$ cat config.mk
export PLATFORM = sky130hd
export DESIGN_NAME = hsl_cordic_cell
export DESIGN_NICKNAME = d
export VERILOG_FILES = /design/src/hsl_pkg.sv /design/src/hsl_cordic_cell.sv
export SDC_FILE = /design/constraint.sdc
export NUM_CORES = 1
export LEC_CHECK = 0
export BUFFER_PORTS_ARGS = -buffer_cell sky130_fd_sc_hd__buf_2
export CORE_MARGIN = 1.5
export CORE_UTILIZATION = 30
export DETAILED_ROUTE_END_ITERATION = 10
export SLEW_MARGIN = 5
export SYNTH_ARGS = -nofsm -noshare
export SYNTH_HDL_FRONTEND = slang
export SYNTH_SLANG_ARGS = --single-unit
$ cat constraint.sdc
create_clock -name clk -period 22.4 [get_ports clk]
set_clock_uncertainty 0.2 [all_clocks]
set_input_delay 4.48 -clock clk [delete_from_list [all_inputs] [get_ports clk]]
set_output_delay 4.48 -clock clk [all_outputs]
set_load 0.005 [all_outputs]
$ cat src/hsl_pkg.sv
// Shared types, constants and the arctangent table of the heading slew limiter.
`timescale 1ns / 1ps
package hsl_pkg;

  localparam int POS_W  = 32;
  localparam int DIFF_W = 33;
  localparam int YAW_W  = 15;
  localparam int CMD_W  = 16;
  localparam int STEP_W = 14;
  localparam int THR_W  = 31;
  localparam int XW     = 51;
  localparam int ZW     = 19;
  localparam int ALW    = 13;
  localparam int GW     = 18;

  localparam int CFG_IDX_W  = 2;
  localparam int CFG_DATA_W = 32;

  localparam logic [CFG_IDX_W-1:0] REG_MAX_YAW_STEP   = 2'd0;
  localparam logic [CFG_IDX_W-1:0] REG_NEAR_THRESHOLD = 2'd1;

  localparam logic [STEP_W-1:0] MAX_YAW_STEP_RST   = 14'd614;
  localparam logic [THR_W-1:0]  NEAR_THRESHOLD_RST = 31'd19661;

  localparam logic signed [GW-1:0] Q12_PI      = 18'sd12868;
  localparam logic signed [GW-1:0] Q12_TWO_PI  = 18'sd25736;
  localparam logic [ALW-1:0]       Q12_HALF_PI = 13'd6434;
  localparam logic [ZW-1:0]        Z_ROUND     = 19'd8;

  typedef struct packed {
    logic               dx_neg;
    logic               dy_neg;
    logic               dx_zero;
    logic               dy_zero;
    logic               near;
    logic [YAW_W-1:0]   yaw;
  } side_t;

  typedef struct packed {
    logic                    valid;
    logic signed [XW-1:0]    x;
    logic signed [XW-1:0]    y;
    logic signed [ZW-1:0]    z;
    side_t                   side;
  } cell_bus_t;

  function automatic logic [ZW-1:0] atan_q16(input logic [4:0] i);
    logic [ZW-1:0] a;
    case (i)
      5'd0:    a = 19'd51472;
      5'd1:    a = 19'd30386;
      5'd2:    a = 19'd16055;
      5'd3:    a = 19'd8150;
      5'd4:    a = 19'd4091;
      5'd5:    a = 19'd2047;
      5'd6:    a = 19'd1024;
      5'd7:    a = 19'd512;
      5'd8:    a = 19'd256;
      5'd9:    a = 19'd128;
      5'd10:   a = 19'd64;
      5'd11:   a = 19'd32;
      5'd12:   a = 19'd16;
      5'd13:   a = 19'd8;
      5'd14:   a = 19'd4;
      5'd15:   a = 19'd2;
      5'd16:   a = 19'd1;
      default: a = 19'd0;
    endcase
    return a;
  endfunction

endpackage

$ cat src/hsl_cordic_cell.sv
// One vectoring CORDIC cell: a fixed shift, a rotation step and its register.
`timescale 1ns / 1ps
module hsl_cordic_cell
  import hsl_pkg::*;
#(
  parameter int IDX = 0
) (
  input  logic      clk,
  input  logic      rst_n,
  input  logic      adv,
  input  cell_bus_t bus_i,
  output cell_bus_t bus_o
);

  logic [XW-1:0] xs;
  logic [XW-1:0] y_mag;
  logic [XW-1:0] y_sh;
  logic [XW-1:0] ys;
  logic [ZW-1:0] a;
  cell_bus_t     bus_r;
  cell_bus_t     bus_nxt;

  assign a = atan_q16(5'(IDX));

  always_comb begin
    xs    = bus_i.x >> IDX;
    y_mag = bus_i.y[XW-1] ? -bus_i.y : bus_i.y;
    y_sh  = y_mag >> IDX;
    ys    = bus_i.y[XW-1] ? -y_sh : y_sh;
    bus_nxt = bus_i;
    if (!bus_i.y[XW-1]) begin
      bus_nxt.x = bus_i.x + ys;
      bus_nxt.y = bus_i.y - xs;
      bus_nxt.z = bus_i.z + a;
    end else begin
      bus_nxt.x = bus_i.x - ys;
      bus_nxt.y = bus_i.y + xs;
      bus_nxt.z = bus_i.z - a;
    end
  end

  always_ff @(posedge clk) begin
    if (!rst_n) begin
      bus_r.valid <= 1'b0;
    end else if (adv) begin
      bus_r <= bus_nxt;
    end
  end

  assign bus_o = bus_r;

endmodule

==> results.md <==
- Via Count: 14440
- Final Hold Viols: 0
- Startpoint types: input pin
- Delay-heaviest family, CP: compound AO/OA/AOI/OAI gates
- Switching Power: 369.5 uW
- Clock network power share: 27.4%
- Unrepaired setup endpoints after global routing: no
- Yosys top cell area share: 27.31%
- GRT Util Overall: 19.12%
- Nets: 2262
- Synth Area per Inst: 8.771 um2
- DRT Pass-1 Iters: 5
- Routed Antenna Nets: 0
- Commonest cells post-synth: 143 x a21oi_1, 142 x nor2_1, 140 x edfxtp_1, 137 x xnor2_1, 116 x nand2_1
- Critical Path AT: 11160 ps
- Crit path max fanout: 15
- F_max: 89.66 MHz
- Initial Util: 30.55%
- Sequential fraction of design power: 33.5%
- Die H: 229.5 um
- Row cnt: 82
- DR iter-0 viols: 1207
- First-pass GRT wire length: 79.09 mm
- Hpwl dp: 41.07 mm
- Max Slew Vio Count: 0
- Ports: 287
- Fillers: 5195
- Yosys reg bits: 141
- Drt drc: 0
- Die area: 52670 um2
- CTS Buf Count: 17
- Top-count cell post-synth: a21oi_1
- CP max-delay cell: or3b_1
- Clock transition at path regs: 60 ps
- Setup_tns: 0 ps
- DR vias/cell: 5.380
- Area of the multi-input gates: 10590 um2
- Synth area leaders: edfxtp_1 27%, ha_1 9.3%, xnor2_1 7.8%, xor2_1 6.3%, a21oi_1 4.6%
- Pwr per Cell Area: 57.96 nW/um2
- Placed cells: 2652
- YS warnings: 0
- Syn nets: 2018
- Distinct cells, synth: 100
- Clock sink count: 141
- Max IR drop VDD: 0.05545 mV
- Drt total wl: 51.18 mm
- Share of layout cells above drive strength 1: 19.73%
- Die width: 229.5 um
- FF/Latch Area: 4224 um2
- Area growth from synthesis to layout: 16.85%
- Setup repair bufs after CTS: 0
- Crit Path Class: in2reg
- Hold-fix buffer count after cts: 0
- Status: finished, final reports clean
- Slew margin rel.: 28.35%
- Gr ovfl total: 0
- Most frequent CP cell: a21oi_1
- Gate Count Post-Synth: 1755
- Sw Share: 35.45%
- Final worst path period share: 49.79%
- CP peak stage delay: 570 ps
- Top_reg_cell synth: edfxtp_1
- TritonCTS clock tree: built
- Async SR Flop Fraction: 0%
- Clock buffer depth: 2
- HP Class: reg2reg
- Required @ worst endpoint: 22400 ps
- Clk_lat worst skew: 450 ps
- Critical path buffers and inverters: 2
- Worst-margin pin slew: 1075 ps
- Yosys top cell by area: edfxtp_1
- Pleak: 0.007301 uW
- Combinational cell fraction of total power: 39.1%
- H-tree Lvls: 4
- IO buf count: 286
- Placer Congestion: 0.8713
- Final setup vio count: 0
- Number of flip-flops in the largest register: 141
- Register area share after synthesis: 27.44%
- WL/cell: 19.06 um
- Root buffer cell: clkbuf_16
- Pin count of the biggest net entering global routing: 88
- Crit. End Element: flop
- Cell area after synthesis: 15390 um2
- Internal Pwr Total: 672.9 uW
- Max-Cap Viols: 0
- Post-synth EDFFs: 140
- Post-CTS resize count: 0
- Initial antenna violation count: 3
- Core ar.: 50380 um2
- Number of global-route vias before repair: 13890
- Finished Layout Cells: 2685
- Fin crit period: 11150 ps
- Post-route core utilization: 35.70%
[final timing paths]
kind / from / end / slack (ps) / depth (start not counted)
max: bus_i[39] / bus_o[140]$_DFFE_PP_ / 11250 / 25
min: bus_o[141]$_SDFFE_PN0P_ / bus_o[141]$_SDFFE_PN0P_ / 360 / 2
max reg2reg: bus_o[141]$_SDFFE_PN0P_ / bus_o[141]$_SDFFE_PN0P_ / 21580 / 2
min reg2reg: bus_o[141]$_SDFFE_PN0P_ / bus_o[141]$_SDFFE_PN0P_ / 360 / 2
[power by group through the flow]
stage                     clock network, uW  logic (uW)  registers [uW]
after CTS                               292         409             350
after floorplan                           0         269             361
final                                   285         408             349
after detailed placement                  0         406             355
after global routing                    301         451             353
after global placement                    0         400             355
[area by class of cell]
cell class                 instances  share of cell area (%)
multi-input combinational       1475                   58.89
timing repair buffer             293                   8.264
inverter                          71                   1.482
sequential                       141                   23.49
antenna                            1                 0.01391
clock buffer                      18                   2.386
tap                              672                   4.675
clock inverter                    14                  0.8000
[tightest hold or removal path, delay by kind of cell, from the launching register on]
kind | cells | cell delay, ps
flops | 1 | 320
mux | 1 | 120
simple gates | 1 | 60
[cell usage in the layout (no fill, tap or decap), types with 19 or more instances in the layout]
| cell type | count |
|---|---|
| a21o_1 | 67 |
| ha_1 | 115 |
| xnor2_1 | 137 |
| nand4_1 | 24 |
| o21bai_1 | 22 |
| nand2_1 | 116 |
| and3_1 | 20 |
| inv_1 | 71 |
| buf_2 | 285 |
| nor4_1 | 25 |
| nand2b_1 | 19 |
| o31ai_1 | 20 |
| nand3_1 | 47 |
| nor3_1 | 56 |
| o21ai_0 | 76 |
| nor2_1 | 142 |
| a21oi_1 | 143 |
| xor2_1 | 111 |
| or3_1 | 24 |
| edfxtp_1 | 140 |
| a31oi_1 | 23 |
[stage by stage]
stage / hold WS, ps / worst slack (ps) / area (um2) / power (uW)
3_5_place_dp: 346.7 / 10830 / 17410 / 761.2
5_1_grt: 382.0 / 10810 / 17990 / 1106
3_3_place_gp: 308.8 / 11030 / 17410 / 754.4
4_1_cts: 358.2 / 11320 / 17980 / 1050
2_1_floorplan: 307.3 / 10930 / 15390 / 629.2
6_report: 356.0 / 11250 / 17990 / 1042
[layer usage]
| layer | share of wire (%) | GRT usage, % | vias up |
|---|---|---|---|
| met5 | 0.045 | 0 | - |
| met2 | 49 | 32.23 | 391 |
| met1 | 44 | 24.93 | 6929 |
| met4 | 2.0 | 5.633 | 4 |
| li1 | - | - | 7055 |
| met3 | 4.9 | 3.200 | 65 |
[cell families after synthesis]
group	count (synthesis)	synth area share, %
AO/OA/AOI/OAI	496	22.26
XOR/XNOR	252	14.57
adder cells (fa/ha/maj)	118	9.738
buffers and inverters	139	3.837
flip-flops	141	27.44
multiplexers	12	0.8210
AND/OR/NAND/NOR	597	21.33
Power figures use the tool's default switching activity.
