===== src/hsl_pkg.sv =====
// Shared types, constants and the arctangent table of the heading slew limiter.
`timescale 1ns / 1ps
package hsl_pkg;

  localparam int POS_W  = 32;
  localparam int DIFF_W = 33;
  localparam int YAW_W  = 15;
  localparam int CMD_W  = 16;
  localparam int STEP_W = 14;
  localparam int THR_W  = 31;
  localparam int XW     = 51;
  localparam int ZW     = 19;
  localparam int ALW    = 13;
  localparam int GW     = 18;

  localparam int CFG_IDX_W  = 2;
  localparam int CFG_DATA_W = 32;

  localparam logic [CFG_IDX_W-1:0] REG_MAX_YAW_STEP   = 2'd0;
  localparam logic [CFG_IDX_W-1:0] REG_NEAR_THRESHOLD = 2'd1;

  localparam logic [STEP_W-1:0] MAX_YAW_STEP_RST   = 14'd614;
  localparam logic [THR_W-1:0]  NEAR_THRESHOLD_RST = 31'd19661;

  localparam logic signed [GW-1:0] Q12_PI      = 18'sd12868;
  localparam logic signed [GW-1:0] Q12_TWO_PI  = 18'sd25736;
  localparam logic [ALW-1:0]       Q12_HALF_PI = 13'd6434;
  localparam logic [ZW-1:0]        Z_ROUND     = 19'd8;

  typedef struct packed {
    logic               dx_neg;
    logic               dy_neg;
    logic               dx_zero;
    logic               dy_zero;
    logic               near;
    logic [YAW_W-1:0]   yaw;
  } side_t;

  typedef struct packed {
    logic                    valid;
    logic signed [XW-1:0]    x;
    logic signed [XW-1:0]    y;
    logic signed [ZW-1:0]    z;
    side_t                   side;
  } cell_bus_t;

  function automatic logic [ZW-1:0] atan_q16(input logic [4:0] i);
    logic [ZW-1:0] a;
    case (i)
      5'd0:    a = 19'd51472;
      5'd1:    a = 19'd30386;
      5'd2:    a = 19'd16055;
      5'd3:    a = 19'd8150;
      5'd4:    a = 19'd4091;
      5'd5:    a = 19'd2047;
      5'd6:    a = 19'd1024;
      5'd7:    a = 19'd512;
      5'd8:    a = 19'd256;
      5'd9:    a = 19'd128;
      5'd10:   a = 19'd64;
      5'd11:   a = 19'd32;
      5'd12:   a = 19'd16;
      5'd13:   a = 19'd8;
      5'd14:   a = 19'd4;
      5'd15:   a = 19'd2;
      5'd16:   a = 19'd1;
      default: a = 19'd0;
    endcase
    return a;
  endfunction

endpackage


===== src/hsl_post.sv =====
// Heading assembly, unwrapping, slew limiting and the result register.
`timescale 1ns / 1ps
module hsl_post
  import hsl_pkg::*;
(
  input  logic                    clk,
  input  logic                    rst_n,
  input  logic                    adv,
  input  cell_bus_t               bus_i,
  input  logic [STEP_W-1:0]       max_yaw_step,
  output logic                    out_valid,
  output logic signed [CMD_W-1:0] out_yaw_command,
  output logic signed [YAW_W-1:0] out_target_heading,
  output logic                    out_near_target
);

  logic                    v_r;
  logic signed [YAW_W-1:0] heading_r;
  logic signed [YAW_W-1:0] heading_nxt;
  logic [YAW_W-1:0]        yaw_r;
  logic                    near_r;
  logic                    ov_r;
  logic signed [CMD_W-1:0] cmd_r;
  logic signed [CMD_W-1:0] cmd_nxt;
  logic signed [YAW_W-1:0] head_out_r;
  logic                    near_out_r;

  logic signed [ZW-1:0]    zr;
  logic [ZW-5:0]           zt;
  logic [ALW-1:0]          alpha;
  logic signed [GW-1:0]    a_ext;
  logic signed [GW-1:0]    h_ext;
  logic signed [GW-1:0]    yaw_ext;
  logic signed [GW-1:0]    step_ext;
  logic signed [GW-1:0]    diff;
  logic signed [GW-1:0]    goal;
  logic signed [GW-1:0]    d2;
  logic signed [GW-1:0]    cmd_w;

  always_comb begin
    zr = bus_i.z + Z_ROUND;
    zt = zr[ZW-1:4];
    if (zr[ZW-1]) begin
      alpha = '0;
    end else if (zt > {2'b0, Q12_HALF_PI}) begin
      alpha = Q12_HALF_PI;
    end else begin
      alpha = zt[ALW-1:0];
    end
    if (bus_i.side.dy_zero) begin
      a_ext = '0;
    end else if (bus_i.side.dx_zero) begin
      a_ext = {{(GW-ALW){1'b0}}, Q12_HALF_PI};
    end else begin
      a_ext = {{(GW-ALW){1'b0}}, alpha};
    end
    if (bus_i.side.dx_neg) begin
      h_ext = bus_i.side.dy_neg ? (a_ext - Q12_PI) : (Q12_PI - a_ext);
    end else begin
      h_ext = bus_i.side.dy_neg ? -a_ext : a_ext;
    end
    heading_nxt = h_ext[YAW_W-1:0];
  end

  always_ff @(posedge clk) begin
    if (!rst_n) begin
      v_r <= 1'b0;
    end else if (adv) begin
      v_r <= bus_i.valid;
    end
  end

  always_ff @(posedge clk) begin
    if (adv) begin
      heading_r <= heading_nxt;
      yaw_r     <= bus_i.side.yaw;
      near_r    <= bus_i.side.near;
    end
  end

  always_comb begin
    yaw_ext  = {{(GW-YAW_W){yaw_r[YAW_W-1]}}, yaw_r};
    step_ext = {{(GW-STEP_W){1'b0}}, max_yaw_step};
    diff     = yaw_ext - {{(GW-YAW_W){heading_r[YAW_W-1]}}, heading_r};
    if (diff >= Q12_PI) begin
      goal = {{(GW-YAW_W){heading_r[YAW_W-1]}}, heading_r} + Q12_TWO_PI;
    end else if (diff <= -Q12_PI) begin
      goal = {{(GW-YAW_W){heading_r[YAW_W-1]}}, heading_r} - Q12_TWO_PI;
    end else begin
      goal = {{(GW-YAW_W){heading_r[YAW_W-1]}}, heading_r};
    end
    d2 = yaw_ext - goal;
    if (goal <= yaw_ext) begin
      cmd_w = (d2 > step_ext) ? (yaw_ext - step_ext) : goal;
    end else begin
      cmd_w = (-d2 > step_ext) ? (yaw_ext + step_ext) : goal;
    end
    if (near_r) begin
      cmd_w = yaw_ext;
    end
    if (cmd_w > 18'sd32767) begin
      cmd_nxt = 16'sh7FFF;
    end else if (cmd_w < -18'sd32768) begin
      cmd_nxt = 16'sh8000;
    end else begin
      cmd_nxt = cmd_w[CMD_W-1:0];
    end
  end

  always_ff @(posedge clk) begin
    if (!rst_n) begin
      ov_r <= 1'b0;
    end else if (adv) begin
      ov_r <= v_r;
    end
  end

  always_ff @(posedge clk) begin
    if (adv) begin
      cmd_r      <= cmd_nxt;
      head_out_r <= heading_r;
      near_out_r <= near_r;
    end
  end

  assign out_valid          = ov_r;
  assign out_yaw_command    = cmd_r;
  assign out_target_heading = head_out_r;
  assign out_near_target    = near_out_r;

endmodule


===== config.mk =====
export PLATFORM = sky130hd
export DESIGN_NAME = hsl_post
export DESIGN_NICKNAME = d
export VERILOG_FILES = /design/src/hsl_pkg.sv /design/src/hsl_post.sv
export SDC_FILE = /design/constraint.sdc
export NUM_CORES = 1
export LEC_CHECK = 0
export BUFFER_PORTS_ARGS = -buffer_cell sky130_fd_sc_hd__buf_2
export CORE_ASPECT_RATIO = 0.7
export CORE_MARGIN = 4
export CORE_UTILIZATION = 59
export CTS_CLUSTER_SIZE = 8
export DETAILED_ROUTE_END_ITERATION = 10
export PLACE_DENSITY = 0.9
export SLEW_MARGIN = 20
export SYNTH_ARGS = -nofsm -noshare
export SYNTH_HDL_FRONTEND = slang
export SYNTH_SLANG_ARGS = --single-unit

===== constraint.sdc =====
create_clock -name clk -period 21.5 [get_ports clk]
set_input_delay 3.225 -clock clk [delete_from_list [all_inputs] [get_ports clk]]
set_output_delay 3.225 -clock clk [all_outputs]
set_load 0.02 [all_outputs]

==> metrics <==
status complete, no violations; syn_area_per_cell 8.39 um^2; Starting Density between 60% and 70%; Yosys top cell by area edfxtp_1; Arrival @ worst endpoint 10.38 ns; vias per cell a little under 7; Max Slew Vio Count 0; DRT antenna net count 0; core box area 0.0134 mm^2; Setup WS pre-CTS 11.60 ns; Clock Skew 0.0106 ns; slowest CP cell nand4b_1; power share of the clock group 14.7%; ANT cells 0; Worst Hold Class reg2reg; ys async rst share 0%; Sequential Area 0.00193 mm^2; clock sinks 65; H-tree levels 3; antenna violations before repair 0; Setup TNS 0 ns; Final setup viols 0; routed len/inst 20.2 um; worst r2r path cells 29; PwrDens 132 mW/mm^2; Setup crit start kind flop; crit-path max FO 17; Seq pwr share between 10% and 20%; layout cell share with drive strength beyond 1 13.2%; Crit path required time between 20 and 25 ns; DPL Wire Length 19000 um; Yosys top cell area share 23.0%; Detailed Route Iter0 Violations 1180; fin crit share 47.6%; leak pwr 3.81 nW; drt total wl roughly 25000 um; Comb power frac 70.0%; multi-input logic area 0.00589 mm^2; IO Count 192; Max stage delay on crit path around 0.8 ns; fin nets 1304; Post-synth EDFFs 63; area of the die 0.0159 mm^2; number of setup buffers added after CTS 0; Yosys reg bits 65; Slew @ Worst Pin 1.18 ns; Internal Power 0.598 mW; warning count from the yosys run 0; clk slew on worst S/H paths 0.07 ns; highest clock rate 97.8 MHz; Final min period roughly 10 ns; # port buffers 86; Tot Pwr roughly 1.2 mW; max cap viols 0; cell area after layout around 0.0091 mm^2; DR vias 8429; first-pass GRT wire length around 40000 um; drt pass-1 iters 8; Die X approximately 150 um; top cells by count, synth ha_1, nor2_1, a21oi_1, inv_1, nand2_1; placed cell area 0.00877 mm^2; sw frac between 50 and 60%; count leader, synth ha_1; Max VDD drop 0.115 mV; final hold violation count 0; final estimated routing congestion in global placement ~1.0; post-synthesis sequential area ratio 23.5%; Hold Crit Depth 0; post-synth cell types 91; TritonCTS clock tree yes; number of fill cells around 1100; Residual DRC 0; cells after synthesis 979; Row Count 35; post-CTS resize count 0; Max-slew headroom 20.3%; top post-synthesis cells by area edfxtp_1, ha_1, xnor2_1; pin count of the biggest net entering global routing 58; Synth Cell Area 0.00822 mm^2; area growth from synthesis to layout 10.9%; die height 107 um; global route overflow 0; Post-Syn Nets around 1200; CTS buffer count 9; Post-synth top flop edfxtp_1; post-route worst setup slack between 10 and 15 ns; WS Path Type reg2reg; RSZ-0062 raised after global routing no; reg2reg setup slack 11.27 ns; Clock Tree Root clkbuf_16; worst skew pair latency 0.35 ns; Crit. End Element flop; CTS max path bufs 2; vias in the first global route 7607; net switching power 0.603 mW; hold-fix buffers at CTS 0; GRT Util Overall 31.3%
-- per-stage QoR --
step           hold slack, ns  cells  util [%]
6_report                0.519   1239      68.0
4_1_cts                 0.519   1239      68.0
3_5_place_dp            0.506   1223      65.4
5_1_grt                 0.525   1239      68.0
2_1_floorplan           0.424    979         -
3_3_place_gp            0.484   1223      65.4
-- power by group through the flow --
stage | registers, mW | logic [mW] | clock network [mW]
floorplan | 0.202 | 0.592 | 0
global placement | 0.185 | 0.775 | 0
detailed placement | 0.186 | 0.797 | 0
CTS | 0.184 | 0.809 | 0.176
global route | 0.186 | 0.909 | 0.183
finish | 0.184 | 0.841 | 0.176
-- worst paths after layout --
path | endpoint | startpoint
worst min register to register | out_target_heading[1]$_DFFE_PP_ | heading_r[1]$_DFFE_PP_
worst min-delay path | out_target_heading[1]$_DFFE_PP_ | heading_r[1]$_DFFE_PP_
worst max register to register | out_yaw_command[14]$_SDFFCE_PN1P_ | yaw_r[0]$_DFFE_PP_
worst max-delay path | out_yaw_command[14]$_SDFFCE_PN1P_ | yaw_r[0]$_DFFE_PP_
-- layout make-up --
type | count | area share [%]
Inverter | 71 | 2.92
Sequential cell | 65 | 21.2
Tap cell | 185 | 2.54
Clock inverter | 6 | 1.26
Timing Repair Buffer | 89 | 4.97
Clock buffer | 10 | 2.51
Multi-Input combinational cell | 813 | 64.6
-- flip-flops by register name (all words and copies together) (netlist names) --
register,flops
out_yaw_command,16
heading_r,15
out_target_heading,15
yaw_r,15
near_r,1
out_near_target,1
out_valid,1
v_r,1
-- placed cells by master, fill, tap and decap left out, types with 8 or more instances in the layout --
cell type | Yosys | layout
o221ai_1 | 8 | 8
nand2_1 | 67 | 67
nor2_1 | 75 | 74
a21o_1 | 21 | 21
nand3_1 | 39 | 39
nand4_1 | 12 | 12
inv_1 | 70 | 70
and3_1 | 9 | 9
a31oi_1 | 12 | 12
xnor2_1 | 49 | 49
o21bai_1 | 10 | 10
nor3_1 | 26 | 26
a211o_1 | 10 | 10
nand2b_1 | 14 | 14
o211ai_1 | 21 | 21
or3_1 | 8 | 8
o31ai_1 | 10 | 10
nor2b_1 | 10 | 10
a21oi_1 | 74 | 74
o21ai_0 | 45 | 45
edfxtp_1 | 63 | 63
xor2_1 | 28 | 28
clkbuf_16 | 0 | 9
o22ai_1 | 11 | 11
buf_2 | 5 | 86
o21a_1 | 9 | 9
ha_1 | 93 | 93
-- layer usage --
metal | track usage [%] | up-vias | wire length (um)
met1 | 47.2 | 3881 | 10900
met3 | 9.80 | 74 | 3770
met2 | 43.5 | 597 | 9840
met5 | 0 | - | 0
met4 | 6.60 | 0 | 511
li1 | - | 3877 | -
-- worst max-delay path: cells and delay by family, from the launching register on --
kind	cells	cell delay, ns
compound gates	13	4.01
xor+xnor	3	0.78
fa+ha+maj	4	1.24
buf+inv	2	0.18
flops	1	0.43
simple gates	7	3.38
-- cell families (layout without fill, tap and decap cells) --
logic type / after synthesis / after routing / synth area share (%)
and+or+nand+nor: 306 / 306 / 19.1
AOI/OAI and AO/OA: 324 / 324 / 28.0
xor gates and xnor gates: 78 / 78 / 8.41
muxes: 9 / 9 / 1.16
adders and majority gates: 96 / 96 / 14.9
DFF: 65 / 65 / 23.5
buffers and inverters: 101 / 176 / 4.87
(Power assumes the default switching activity.)
