## src/hsl_pkg.sv

```systemverilog
// Shared types, constants and the arctangent table of the heading slew limiter.
`timescale 1ns / 1ps
package hsl_pkg;

  localparam int POS_W  = 32;
  localparam int DIFF_W = 33;
  localparam int YAW_W  = 15;
  localparam int CMD_W  = 16;
  localparam int STEP_W = 14;
  localparam int THR_W  = 31;
  localparam int XW     = 51;
  localparam int ZW     = 19;
  localparam int ALW    = 13;
  localparam int GW     = 18;

  localparam int CFG_IDX_W  = 2;
  localparam int CFG_DATA_W = 32;

  localparam logic [CFG_IDX_W-1:0] REG_MAX_YAW_STEP   = 2'd0;
  localparam logic [CFG_IDX_W-1:0] REG_NEAR_THRESHOLD = 2'd1;

  localparam logic [STEP_W-1:0] MAX_YAW_STEP_RST   = 14'd614;
  localparam logic [THR_W-1:0]  NEAR_THRESHOLD_RST = 31'd19661;

  localparam logic signed [GW-1:0] Q12_PI      = 18'sd12868;
  localparam logic signed [GW-1:0] Q12_TWO_PI  = 18'sd25736;
  localparam logic [ALW-1:0]       Q12_HALF_PI = 13'd6434;
  localparam logic [ZW-1:0]        Z_ROUND     = 19'd8;

  typedef struct packed {
    logic               dx_neg;
    logic               dy_neg;
    logic               dx_zero;
    logic               dy_zero;
    logic               near;
    logic [YAW_W-1:0]   yaw;
  } side_t;

  typedef struct packed {
    logic                    valid;
    logic signed [XW-1:0]    x;
    logic signed [XW-1:0]    y;
    logic signed [ZW-1:0]    z;
    side_t                   side;
  } cell_bus_t;

  function automatic logic [ZW-1:0] atan_q16(input logic [4:0] i);
    logic [ZW-1:0] a;
    case (i)
      5'd0:    a = 19'd51472;
      5'd1:    a = 19'd30386;
      5'd2:    a = 19'd16055;
      5'd3:    a = 19'd8150;
      5'd4:    a = 19'd4091;
      5'd5:    a = 19'd2047;
      5'd6:    a = 19'd1024;
      5'd7:    a = 19'd512;
      5'd8:    a = 19'd256;
      5'd9:    a = 19'd128;
      5'd10:   a = 19'd64;
      5'd11:   a = 19'd32;
      5'd12:   a = 19'd16;
      5'd13:   a = 19'd8;
      5'd14:   a = 19'd4;
      5'd15:   a = 19'd2;
      5'd16:   a = 19'd1;
      default: a = 19'd0;
    endcase
    return a;
  endfunction

endpackage

```

## src/hsl_front.sv

```systemverilog
// Offset, magnitude and proximity stages feeding the first CORDIC cell.
`timescale 1ns / 1ps
module hsl_front
  import hsl_pkg::*;
(
  input  logic                    clk,
  input  logic                    rst_n,
  input  logic                    adv,
  input  logic                    in_valid,
  input  logic signed [POS_W-1:0] in_current_x,
  input  logic signed [POS_W-1:0] in_current_y,
  input  logic signed [POS_W-1:0] in_target_x,
  input  logic signed [POS_W-1:0] in_target_y,
  input  logic signed [YAW_W-1:0] in_current_yaw,
  input  logic [THR_W-1:0]        near_threshold,
  output cell_bus_t               bus_o
);

  logic                     v1_r;
  logic signed [DIFF_W-1:0] dx_r;
  logic signed [DIFF_W-1:0] dy_r;
  logic [YAW_W-1:0]         yaw1_r;
  logic signed [DIFF_W-1:0] dx_nxt;
  logic signed [DIFF_W-1:0] dy_nxt;
  logic [DIFF_W-1:0]        adx;
  logic [DIFF_W-1:0]        ady;
  cell_bus_t                bus_r;
  cell_bus_t                bus_nxt;

  assign dx_nxt = {in_target_x[POS_W-1], in_target_x} - {in_current_x[POS_W-1], in_current_x};
  assign dy_nxt = {in_target_y[POS_W-1], in_target_y} - {in_current_y[POS_W-1], in_current_y};

  always_ff @(posedge clk) begin
    if (!rst_n) begin
      v1_r <= 1'b0;
    end else if (adv) begin
      v1_r <= in_valid;
    end
  end

  always_ff @(posedge clk) begin
    if (adv) begin
      dx_r   <= dx_nxt;
      dy_r   <= dy_nxt;
      yaw1_r <= in_current_yaw;
    end
  end

  always_comb begin
    adx = dx_r[DIFF_W-1] ? -dx_r : dx_r;
    ady = dy_r[DIFF_W-1] ? -dy_r : dy_r;
    bus_nxt              = '0;
    bus_nxt.valid        = v1_r;
    bus_nxt.x            = {{(XW-DIFF_W-16){1'b0}}, adx, 16'b0};
    bus_nxt.y            = {{(XW-DIFF_W-16){1'b0}}, ady, 16'b0};
    bus_nxt.z            = '0;
    bus_nxt.side.dx_neg  = dx_r[DIFF_W-1];
    bus_nxt.side.dy_neg  = dy_r[DIFF_W-1];
    bus_nxt.side.dx_zero = (dx_r == '0);
    bus_nxt.side.dy_zero = (dy_r == '0);
    bus_nxt.side.near    = (adx < {2'b0, near_threshold}) && (ady < {2'b0, near_threshold});
    bus_nxt.side.yaw     = yaw1_r;
  end

  always_ff @(posedge clk) begin
    if (!rst_n) begin
      bus_r.valid <= 1'b0;
    end else if (adv) begin
      bus_r <= bus_nxt;
    end
  end

  assign bus_o = bus_r;

endmodule

```

## config.mk

```make
export PLATFORM = sky130hd
export DESIGN_NAME = hsl_front
export DESIGN_NICKNAME = d
export VERILOG_FILES = /design/src/hsl_pkg.sv /design/src/hsl_front.sv
export SDC_FILE = /design/constraint.sdc
export NUM_CORES = 1
export LEC_CHECK = 0
export ABC_AREA = 1
export CELL_PAD_IN_SITES_DETAIL_PLACEMENT = 1
export CELL_PAD_IN_SITES_GLOBAL_PLACEMENT = 1
export CORE_AREA = 2 2 209 211
export CTS_BUF_LIST = sky130_fd_sc_hd__clkbuf_8
export DETAILED_ROUTE_END_ITERATION = 10
export DIE_AREA = 0 0 211 213
export DONT_BUFFER_PORTS = 1
export PLACE_DENSITY_LB_ADDON = 0.1
export SLEW_MARGIN = 10
export SYNTH_ARGS = -nofsm -noshare
export SYNTH_HDL_FRONTEND = slang
export SYNTH_SLANG_ARGS = --single-unit
```

## constraint.sdc

```tcl
create_clock -name clk -period 6.8 [get_ports clk]
set_input_delay 0.34 -clock clk [delete_from_list [all_inputs] [get_ports clk]]
set_output_delay 0.34 -clock clk [all_outputs]
set_load 0.1 [all_outputs]
```

==> results of run 1 <==
-- routing by layer --
metal	track usage, %	up-vias	share of wire [%]
met5	0	-	0.14
met4	3.060	8	0.94
met3	3.956	28	5.2
met2	27.95	215	44
met1	24.58	4601	49
li1	-	4860	-
-- synth_stat cells (3+ instances only) --
master and n:
a21boi_0 4, a21boi_2 4, a21o_1 3, a21oi_1 116, a21oi_2 6, buf_4 56, clkbuf_1 4, clkinv_1 3
edfxtp_1 167, ha_1 126, inv_1 222, inv_2 6, nand2_1 239, nand2_2 17, nand3_1 54, nand3b_1 3
nand4_1 12, nor2_1 157, nor2_2 13, nor3_1 29, nor3_2 4, nor4_1 7, o211ai_1 7, o21a_1 7
o21ai_0 43, o21ai_1 9, o21ai_2 12, o21bai_1 8, o31ai_1 4, or2_1 4, xnor2_1 26, xor2_1 77
-- worst min path at each step --
stage	from	to
final	adv	v1_r
after detailed placement	yaw1_r[4]	bus_o[4]
after floorplan	yaw1_r[0]	bus_o[0]
after global routing	adv	bus_o[141]
after global placement	yaw1_r[4]	bus_o[4]
after CTS	adv	v1_r
-- cells by family (layout without fill, tap and decap cells) --
group           Yosys count  count (layout)  share of synthesized area, %
buf+inv                 292             284                         10.33
compound gates          232             232                         10.79
other cells               1              55                       0.02963
simple gates            549             549                         19.00
flops                   169             169                         39.94
fa+ha+maj               128             128                         12.77
xor+xnor                103             103                         7.129
-- final cells by class --
type / instances / area share, %
clock buffers: 17 / 1.702
clock inverters: 15 / 1.338
inverters: 231 / 6.327
multi-input cells: 1067 / 47.26
flip-flops and latches: 169 / 36.78
well taps: 546 / 4.971
repair buffers: 21 / 1.621
-- sequential cells by signal, summed over array words and instances, names as in the netlist --
signal,cells
bus_o,87
dx_r,33
dy_r,33
yaw1_r,15
v1_r,1
-- worst max-delay path, cell delays in order, from the launching register on --
cell and delay [ns]:
edfxtp_1 0.88, inv_1 0.52, nor2_1 0.37, a21oi_2 0.08, xnor2_1 0.20, ha_1 0.30
nand2_1 0.07, nor4_1 0.27, nand2_1 0.08, nand2_1 0.09, nand2_1 0.05, a21oi_1 0.15
nor2_2 0.05
-- power by group --
group          internal (mW)  switching (mW)
Combinational          0.352           0.783
Clock                  0.395           0.380
Sequential              1.33           0.388
Total                   2.07            1.55
-- cell usage in the layout (no fill, tap or decap), types with 3 or more instances in the layout --
cell type | Yosys | routed
nor3_1 | 29 | 29
edfxtp_1 | 167 | 167
nand3b_1 | 3 | 3
nor3_2 | 4 | 4
o21ai_2 | 12 | 12
o21ai_1 | 9 | 9
a21o_1 | 3 | 3
o21bai_1 | 8 | 8
a21oi_2 | 6 | 6
ha_1 | 126 | 126
clkbuf_8 | 0 | 17
o211ai_1 | 7 | 7
clkinv_2 | 0 | 3
conb_1 | 1 | 55
xor2_1 | 77 | 77
dlygate4sd3_1 | 0 | 18
nand4_1 | 12 | 12
a21boi_0 | 4 | 4
nand3_1 | 54 | 54
inv_2 | 6 | 6
nand2_1 | 239 | 239
o31ai_1 | 4 | 4
nand2_2 | 17 | 17
o21ai_0 | 43 | 43
nor4_1 | 7 | 7
nor2_2 | 13 | 13
o21a_1 | 7 | 7
or2_1 | 4 | 4
a21oi_1 | 116 | 116
nor2_1 | 157 | 157
inv_1 | 222 | 223
a21boi_2 | 4 | 4
xnor2_1 | 26 | 26
clkinv_1 | 3 | 5
bufinv_16 | 0 | 4
-- timing repair --
action / 4_1_cts / 5_1_grt
endpoints found under the hold margin: 98 / 0
setup endpoints to repair: 0 / 0
hold buffers: 19 / 0
==> flow_metrics.env, run 1 <==
export IMPL_outcome="completed"
export IMPL_min_period_ns=3.350
export IMPL_netlist_instances=1474
export IMPL_gp_congestion=0.8136
export IMPL_drtIter0Drc=433
export IMPL_dieArea_um2=44940
export IMPL_crit_start="dy_r[32]"
export IMPL_clock_path_buffers=2
export IMPL_setup_viol=0
export IMPL_area_growth_pct=8.602
export IMPL_core_area_um2=42700
export IMPL_start_util_pct=29.64
export IMPL_synth_top_area_cell="edfxtp_1"
export IMPL_drc=0
export IMPL_cp_arrival_ns=3.58
export IMPL_grt_pass1_wl_um=59580
export IMPL_hpwl_um=33610
export IMPL_boundaryPins=320
export IMPL_die_h_um=213
export IMPL_ys_types=49
export IMPL_ff2ff_path_depth=12
export IMPL_post_cts_buffers=0
export IMPL_final_area_um2=13740
export IMPL_synth_main_ff_cell="edfxtp_1"
export IMPL_wl_um=39370
export IMPL_synth_yosys_seq_area_share_pct=39.94
export IMPL_cts_tree="done"
export IMPL_clock_skew_ns=0.01735
export IMPL_grt_pass1_vias=10070
export IMPL_diodes=0
export IMPL_fmax_mhz=298.5
export IMPL_finalPower_mw=3.623
export IMPL_ctsResizeCount=0
export IMPL_vias=9712
export IMPL_synth_top_area_share_pct=39.63
export IMPL_slew_headroom_pct=31.32
export IMPL_finalHoldViolations=0
export IMPL_whs_ns=0.04211
export IMPL_ys_seq_elements=169
export IMPL_crit_fanout=20
export IMPL_period_share_pct=49.26
export IMPL_insertion_delay_ns=0.47
export IMPL_grt_overflow_total=0
export IMPL_numCtsBuffers=17
export IMPL_fin_ws_ns=3.450
export IMPL_regArea_um2=5055
export IMPL_first_pass_iters=4
export IMPL_setup_worst_path_start_class="flip-flop"
export IMPL_fp_row_count=76
export IMPL_die_w_um=211
export IMPL_drv_cap=0
export IMPL_timing_setup_tns_ns=0
export IMPL_htree_levels=4
export IMPL_cp_required_ns=7.03
export IMPL_cp_end_kind="flip-flop"
export IMPL_yosysWarnings=0
export IMPL_fin_cells=2066
export IMPL_worst_pin_slew_ns=1.032
export IMPL_powerDensity_nw_per_um2=263.6
export IMPL_r2r_end="bus_o[15]"
export IMPL_drive_gt1_share_pct=6.842
export IMPL_routed_via_density=4.701
export IMPL_hp_class="primary input to flip-flop"
export IMPL_rrSetupSlack_ns=3.45
export IMPL_final_net_count=1813
export IMPL_antenna_found_initial=4
export IMPL_p_leak_nw=6.038
export IMPL_fillCellCount=5033
export IMPL_post_place_ws_ns=3.405
export IMPL_synth_edff_count=167
export IMPL_grt_max_degree=82
export IMPL_grt_util_all_layers_pct=17.55
export IMPL_whs_path_depth=2
export IMPL_slew_violations=0
export IMPL_io_buffers=0
export IMPL_worstSetupPathType="flip-flop to flip-flop"
export IMPL_utilization_pct=32.19
export IMPL_placedCellCount=2015
export IMPL_cts_num_sinks=169
export IMPL_ant_nets=0
export IMPL_rsz0062_at_grt="false"
export IMPL_synth_area_um2=12650
export IMPL_r2r_start="dy_r[32]"
export IMPL_ys_top_cells_by_area="edfxtp_1 40%, ha_1 12%, nand2_1 7.1%"
export IMPL_post_drt_wl_per_cell_um=19.06
export IMPL_path_clk_slew_ns=0.10
export IMPL_syn_area_per_cell_um2=8.585
export IMPL_critPathCapture="bus_o[15]"
export IMPL_multi_input_area_um2=6495
export IMPL_ir_drop_uv=110.1
export IMPL_root_buffer="clkbuf_8"
export IMPL_async_flop_share_pct=0
export IMPL_dpl_cell_area_um2=13120
Power figures use the tool's default switching activity.
==> run 2: changes to the inputs <==
clock period = 3.4 ns   (was 6.8 ns; I/O delays follow)
==> run 2 against run 1 <==
  * Register-to-register slack worse by 3.1 ns
  * Fmax rose by 11%
  * Combinational power rose by 100%
  * Sequential share of layout area about the same
  * Count of clock-buffer cells in the layout unchanged
==> flow_metrics.env, run 2 (same netlist as run 1, synthesis figures left out) <==
export IMPL_path_clk_slew_ns=0.09
export IMPL_ir_drop_uv=239.8
export IMPL_power_switching_mw=3.085
export IMPL_cp_arrival_ns=3.37
export IMPL_r2r_start="dy_r[0]"
export IMPL_worst_pin_slew_ns=1.045
export IMPL_worstSetupPathType="flip-flop to flip-flop"
export IMPL_start_util_pct=29.64
export IMPL_worstHoldStart="in_current_x[1]"
export IMPL_htree_levels=4
export IMPL_grt_max_degree=85
export IMPL_grt_pass1_vias=10170
export IMPL_clock_path_buffers=2
export IMPL_root_buffer="clkbuf_8"
export IMPL_cp_end_kind="flip-flop"
export IMPL_gp_congestion=0.8184
export IMPL_finalPower_mw=7.146
export IMPL_p_int_mw=4.061
export IMPL_largest_register_ffs=87
export IMPL_cts_num_sinks=169
export IMPL_slew_headroom_pct=30.50
export IMPL_wl_um=39080
export IMPL_numCtsBuffers=17
export IMPL_finalHoldViolations=0
export IMPL_p_leak_nw=6.033
export IMPL_wl_met3_um=1779
export IMPL_powerDensity_nw_per_um2=520.5
export IMPL_setup_viol=0
export IMPL_grt_util_all_layers_pct=17.55
export IMPL_hpwl_um=33500
export IMPL_die_w_um=211
export IMPL_crit_fanout=6
export IMPL_drv_cap=0
export IMPL_timing_setup_tns_ns=0
export IMPL_drive_gt1_share_pct=6.838
export IMPL_clock_skew_ns=0.01019
export IMPL_grt_pass1_wl_um=59710
export IMPL_final_cell_mix="239 x nand2_1, 225 x inv_1, 167 x edfxtp_1"
export IMPL_grt_overflow_total=0
export IMPL_seqPwrFrac_pct=47.6
export IMPL_final_common_cell="nand2_1"
export IMPL_fp_row_count=76
export IMPL_routed_via_density=4.677
export IMPL_crit_start="dy_r[0]"
export IMPL_insertion_delay_ns=0.47
export IMPL_slew_violations=0
export IMPL_cts_tree="done"
export IMPL_p_clk_share_pct=20.1
export IMPL_setup_worst_path_start_class="flip-flop"
export IMPL_boundaryPins=320
export IMPL_drtIter0Drc=478
export IMPL_antenna_found_initial=3
export IMPL_cp_required_ns=3.74
export IMPL_fillCellCount=5020
export IMPL_drc=0
export IMPL_ant_nets=0
export IMPL_hp_class="primary input to flip-flop"
export IMPL_die_h_um=213
export IMPL_met1_length_um=19440
export IMPL_area_growth_pct=8.493
export IMPL_diodes=0
export IMPL_io_buffers=0
export IMPL_rsz0062_at_grt="false"
export IMPL_final_net_count=1816
export IMPL_min_period_ns=3.030
export IMPL_combPwrFrac_pct=32.3
export IMPL_routed_wl_met2_um=17520
export IMPL_fmax_mhz=330.1
export IMPL_top_layer="met5"
export IMPL_dieArea_um2=44940
export IMPL_first_pass_iters=4
export IMPL_vias=9668
export IMPL_swShare_pct=43.17
export IMPL_outcome="completed"
export IMPL_period_share_pct=89.11
export IMPL_post_cts_buffers=0
export IMPL_post_drt_wl_per_cell_um=18.91
export IMPL_core_area_um2=42700
## run 2: cell count changes in the layout (fill, tap and decap cells not counted), sizes merged
cell,delta
clkinv,-3
clkinvlp,+1
bufinv,-1
inv,+1
buf,+3
## run 2: critical path, stage by stage (launching register included)
cell      delay (ns)
edfxtp_1        0.41
inv_2           0.12
ha_1            0.21
nand3_2         0.12
nor2_4          0.18
nand4_2         0.15
nor2_4          0.15
a21oi_1         0.13
a21oi_2         0.16
xnor2_1         0.17
ha_1            0.22
or2_2           0.29
a221oi_1        0.24
nand3_1         0.11
nor2_1          0.09
nand2_1         0.07
nor2_2          0.07
## run 2: per-layer routing
metal  global-route usage, %  up-vias
met5                       0        -
li1                        -     4866
met3                   3.589       27
met2                   27.98      221
met1                   24.82     4548
met4                   2.963        6
## run 2: repair_timing
action,CTS,global route
hold endpoints to repair,99,0
hold buffers,19,0
setup endpoints to repair,0,1
resized for setup,0,1
## run 2: final timing paths
check              end  slack [ns]  cells past startpoint
max          bus_o[15]        0.37                     16
min            dx_r[1]        0.05                      2
max reg2reg  bus_o[15]        0.37                     16
min reg2reg   bus_o[0]        0.42                      0
## run 2: cell type report
cell class                 instances  area, µm²  share of cell area, %
clock buffer                      17      234.0                  1.704
clock inverter                    13      141.4                  1.030
inverter                         231      869.6                  6.334
multi-input combinational       1067       6501                  47.35
sequential                       169       5055                  36.82
tap                              546      683.2                  4.976
timing repair buffer              24      245.2                  1.786
## run 2: through the flow
stage	instances	cell area [µm²]	setup WS, ns	utilization (%)	hold slack, ns
floorplan	1528	12860	0.7708	-	0.2689
global placement	2018	13140	0.3644	30.78	0.2689
detailed placement	2018	13140	0.3071	30.78	0.2689
CTS	2067	13720	0.2666	32.14	0.02193
global route	2067	13730	0.06181	32.16	0.04031
finish	2067	13730	0.3702	32.16	0.05056
## run 2: power by group through the flow
stage	logic, mW	clock network (mW)	registers [mW]
2_1_floorplan	1.74	0	3.37
3_3_place_gp	2.26	0	3.46
3_5_place_dp	2.29	0	3.46
4_1_cts	2.35	1.50	3.41
5_1_grt	2.63	1.56	3.44
6_report	2.31	1.43	3.40
==> run 3: changes to the inputs <==
CORE_AREA = 2 2 241 183   (was 2 2 209 211)
DIE_AREA = 0 0 243 185   (was 0 0 211 213)
==> run 3 against run 2 <==
  * Final cell count is 2.1% higher
  * Power is 1.2% lower
  * Combinational power is 3% lower
  * Sequential share of layout area is 0.30 points lower
  * Global-route usage is 0.74 points lower
  * First-iteration DRC count is 3.1% lower
  * Critical path depth is 1 higher
  * Non-clock buffer count is 7 higher
  * Core utilization is 0.20 points higher
  * Fmax is 1.3% lower
  * Cell area is 0.81% higher
==> flow_metrics.env, run 3 (same netlist as run 1, synthesis figures left out) <==
export IMPL_slew_violations=0
export IMPL_final_cell_mix="238 x nand2_1, 222 x inv_1, 167 x edfxtp_1"
export IMPL_grt_util_met2_pct=24.94
export IMPL_drc=0
export IMPL_boundaryPins=320
export IMPL_cp_end_kind="flip-flop"
export IMPL_slew_headroom_pct=31.99
export IMPL_insertion_delay_ns=0.49
export IMPL_cp_required_ns=3.64
export IMPL_gp_congestion=0.8263
export IMPL_worstSetupPathType="flip-flop to flip-flop"
export IMPL_fin_ws_ns=0.3293
export IMPL_hp_class="primary input to flip-flop"
export IMPL_core_area_um2=42780
export IMPL_wl_um=38250
export IMPL_htree_levels=4
export IMPL_ant_nets=0
export IMPL_cts_num_sinks=169
export IMPL_antenna_found_initial=2
export IMPL_finalHoldViolations=0
export IMPL_clock_skew_ns=0.01459
export IMPL_first_pass_iters=4
export IMPL_min_period_ns=3.071
export IMPL_grt_pass1_vias=9591
export IMPL_die_h_um=185
export IMPL_drive_gt1_share_pct=7.516
export IMPL_cts_tree="done"
export IMPL_start_util_pct=29.58
export IMPL_powerDensity_nw_per_um2=510.3
export IMPL_p_leak_nw=6.059
export IMPL_root_buffer="clkbuf_8"
export IMPL_dieArea_um2=44960
export IMPL_post_drt_wl_per_cell_um=18.13
export IMPL_hpwl_um=31880
export IMPL_ff2ff_path_depth=17
export IMPL_post_place_ws_ns=0.3012
export IMPL_final_common_cell="nand2_1"
export IMPL_path_clk_slew_ns=0.11
export IMPL_final_net_count=1823
export IMPL_timing_setup_tns_ns=0
export IMPL_setup_viol=0
export IMPL_io_buffers=0
export IMPL_use_met1_pct=24.82
export IMPL_gr_usage_met3_pct=4.520
export IMPL_grt_pass1_wl_um=57210
export IMPL_die_w_um=243
export IMPL_r2r_end="bus_o[15]"
export IMPL_ir_drop_uv=241.2
export IMPL_final_area_um2=13840
export IMPL_clock_path_buffers=2
export IMPL_drtIter0Drc=463
export IMPL_area_growth_pct=9.373
export IMPL_worstHoldStart="in_target_x[1]"
export IMPL_vias=9637
export IMPL_crit_fanout=6
export IMPL_drv_cap=0
export IMPL_fmax_mhz=325.7
export IMPL_whs_path_depth=3
export IMPL_cp_arrival_ns=3.31
export IMPL_grt_max_degree=85
export IMPL_largest_register_ffs=87
export IMPL_rrSetupSlack_ns=0.33
export IMPL_numCtsBuffers=17
export IMPL_period_share_pct=90.32
export IMPL_min_to="dx_r[1]"
export IMPL_dpl_cell_area_um2=13200
export IMPL_setup_worst_path_start_class="flip-flop"
export IMPL_routed_via_density=4.567
export IMPL_outcome="completed"
export IMPL_worst_pin_slew_ns=1.020
export IMPL_grt_overflow_total=0
export IMPL_fp_row_count=66
export IMPL_r2r_start="dy_r[0]"
export IMPL_finalPower_mw=7.064
export IMPL_grt_busiest_layer="met2"
export IMPL_grt_util_all_layers_pct=16.81
==> run 3: cell types whose count changed in the layout (fill, tap and decap cells not counted), sizes merged <==
| cell | delta |
|---|---|
| buf | +2 |
| dlygate4sd3 | +5 |
| diode | +2 |
| inv | +6 |
| clkinvlp | -1 |
| bufinv | -3 |
==> run 3: power by group <==
group	switching (mW)	total, mW	internal [mW]
sequential	0.754	3.40	2.65
combinational	1.53	2.25	0.715
clock	0.876	1.41	0.535
total	3.16	7.06	3.90
==> run 3: final cells by class <==
class,count,area (µm²)
Clock inverter,15,133.9
Multi-Input combinational cell,1067,6510
Tap cell,578,723.2
Sequential cell,169,5055
Inverter,231,869.6
Timing Repair Buffer,31,310.3
Antenna cell,2,5.005
Fill cell,5115,28940
Clock buffer,17,234.0
==> run 3: layer usage <==
layer	up-vias	share of wire (%)
li1	4899	-
met1	4531	52
met2	197	42
met3	10	5.3
met4	0	0.49
met5	-	0
==> run 3: how the worst max path moves through the flow <==
stage | start | to | slack, ns | cells after the start
global placement | dy_r[0] | bus_o[15] | 0.40 | 17
floorplan | dy_r[0] | bus_o[15] | 0.77 | 17
global route | dx_r[0] | bus_o[15] | -0.01 | 22
finish | dy_r[0] | bus_o[15] | 0.33 | 17
CTS | dx_r[1] | bus_o[15] | 0.26 | 22
detailed placement | dx_r[1] | bus_o[15] | 0.30 | 22
==> run 3: what timing repair did <==
action | 4_1_cts | 5_1_grt
setup buffers | 0 | 0
endpoints found under the hold margin | 102 | 0
setup endpoints to repair | 0 | 1
hold buffers | 24 | 0
resized for setup | 0 | 4
==> run 3: metrics by stage <==
stage | utilization [%] | cells | hold slack [ns]
after floorplan | - | 1528 | 0.2689
after global placement | 30.85 | 2052 | 0.2689
after detailed placement | 30.85 | 2052 | 0.2689
after CTS | 32.31 | 2108 | 0.03335
after global routing | 32.34 | 2108 | 0.06141
final | 32.36 | 2110 | 0.07835
==> run 3: worst max-delay path, cell delays in order (launching register included) <==
cell	delay, ns
edfxtp_1	0.44
inv_2	0.12
ha_1	0.19
nand3_2	0.12
nor2_4	0.18
nand4_2	0.17
nor2_4	0.18
nand2_1	0.12
nand2_1	0.11
xnor2_1	0.09
ha_1	0.30
nand2_1	0.09
nor4_1	0.27
nand2_1	0.08
nand2_1	0.08
nand2_1	0.06
a21oi_1	0.16
nor2_2	0.05
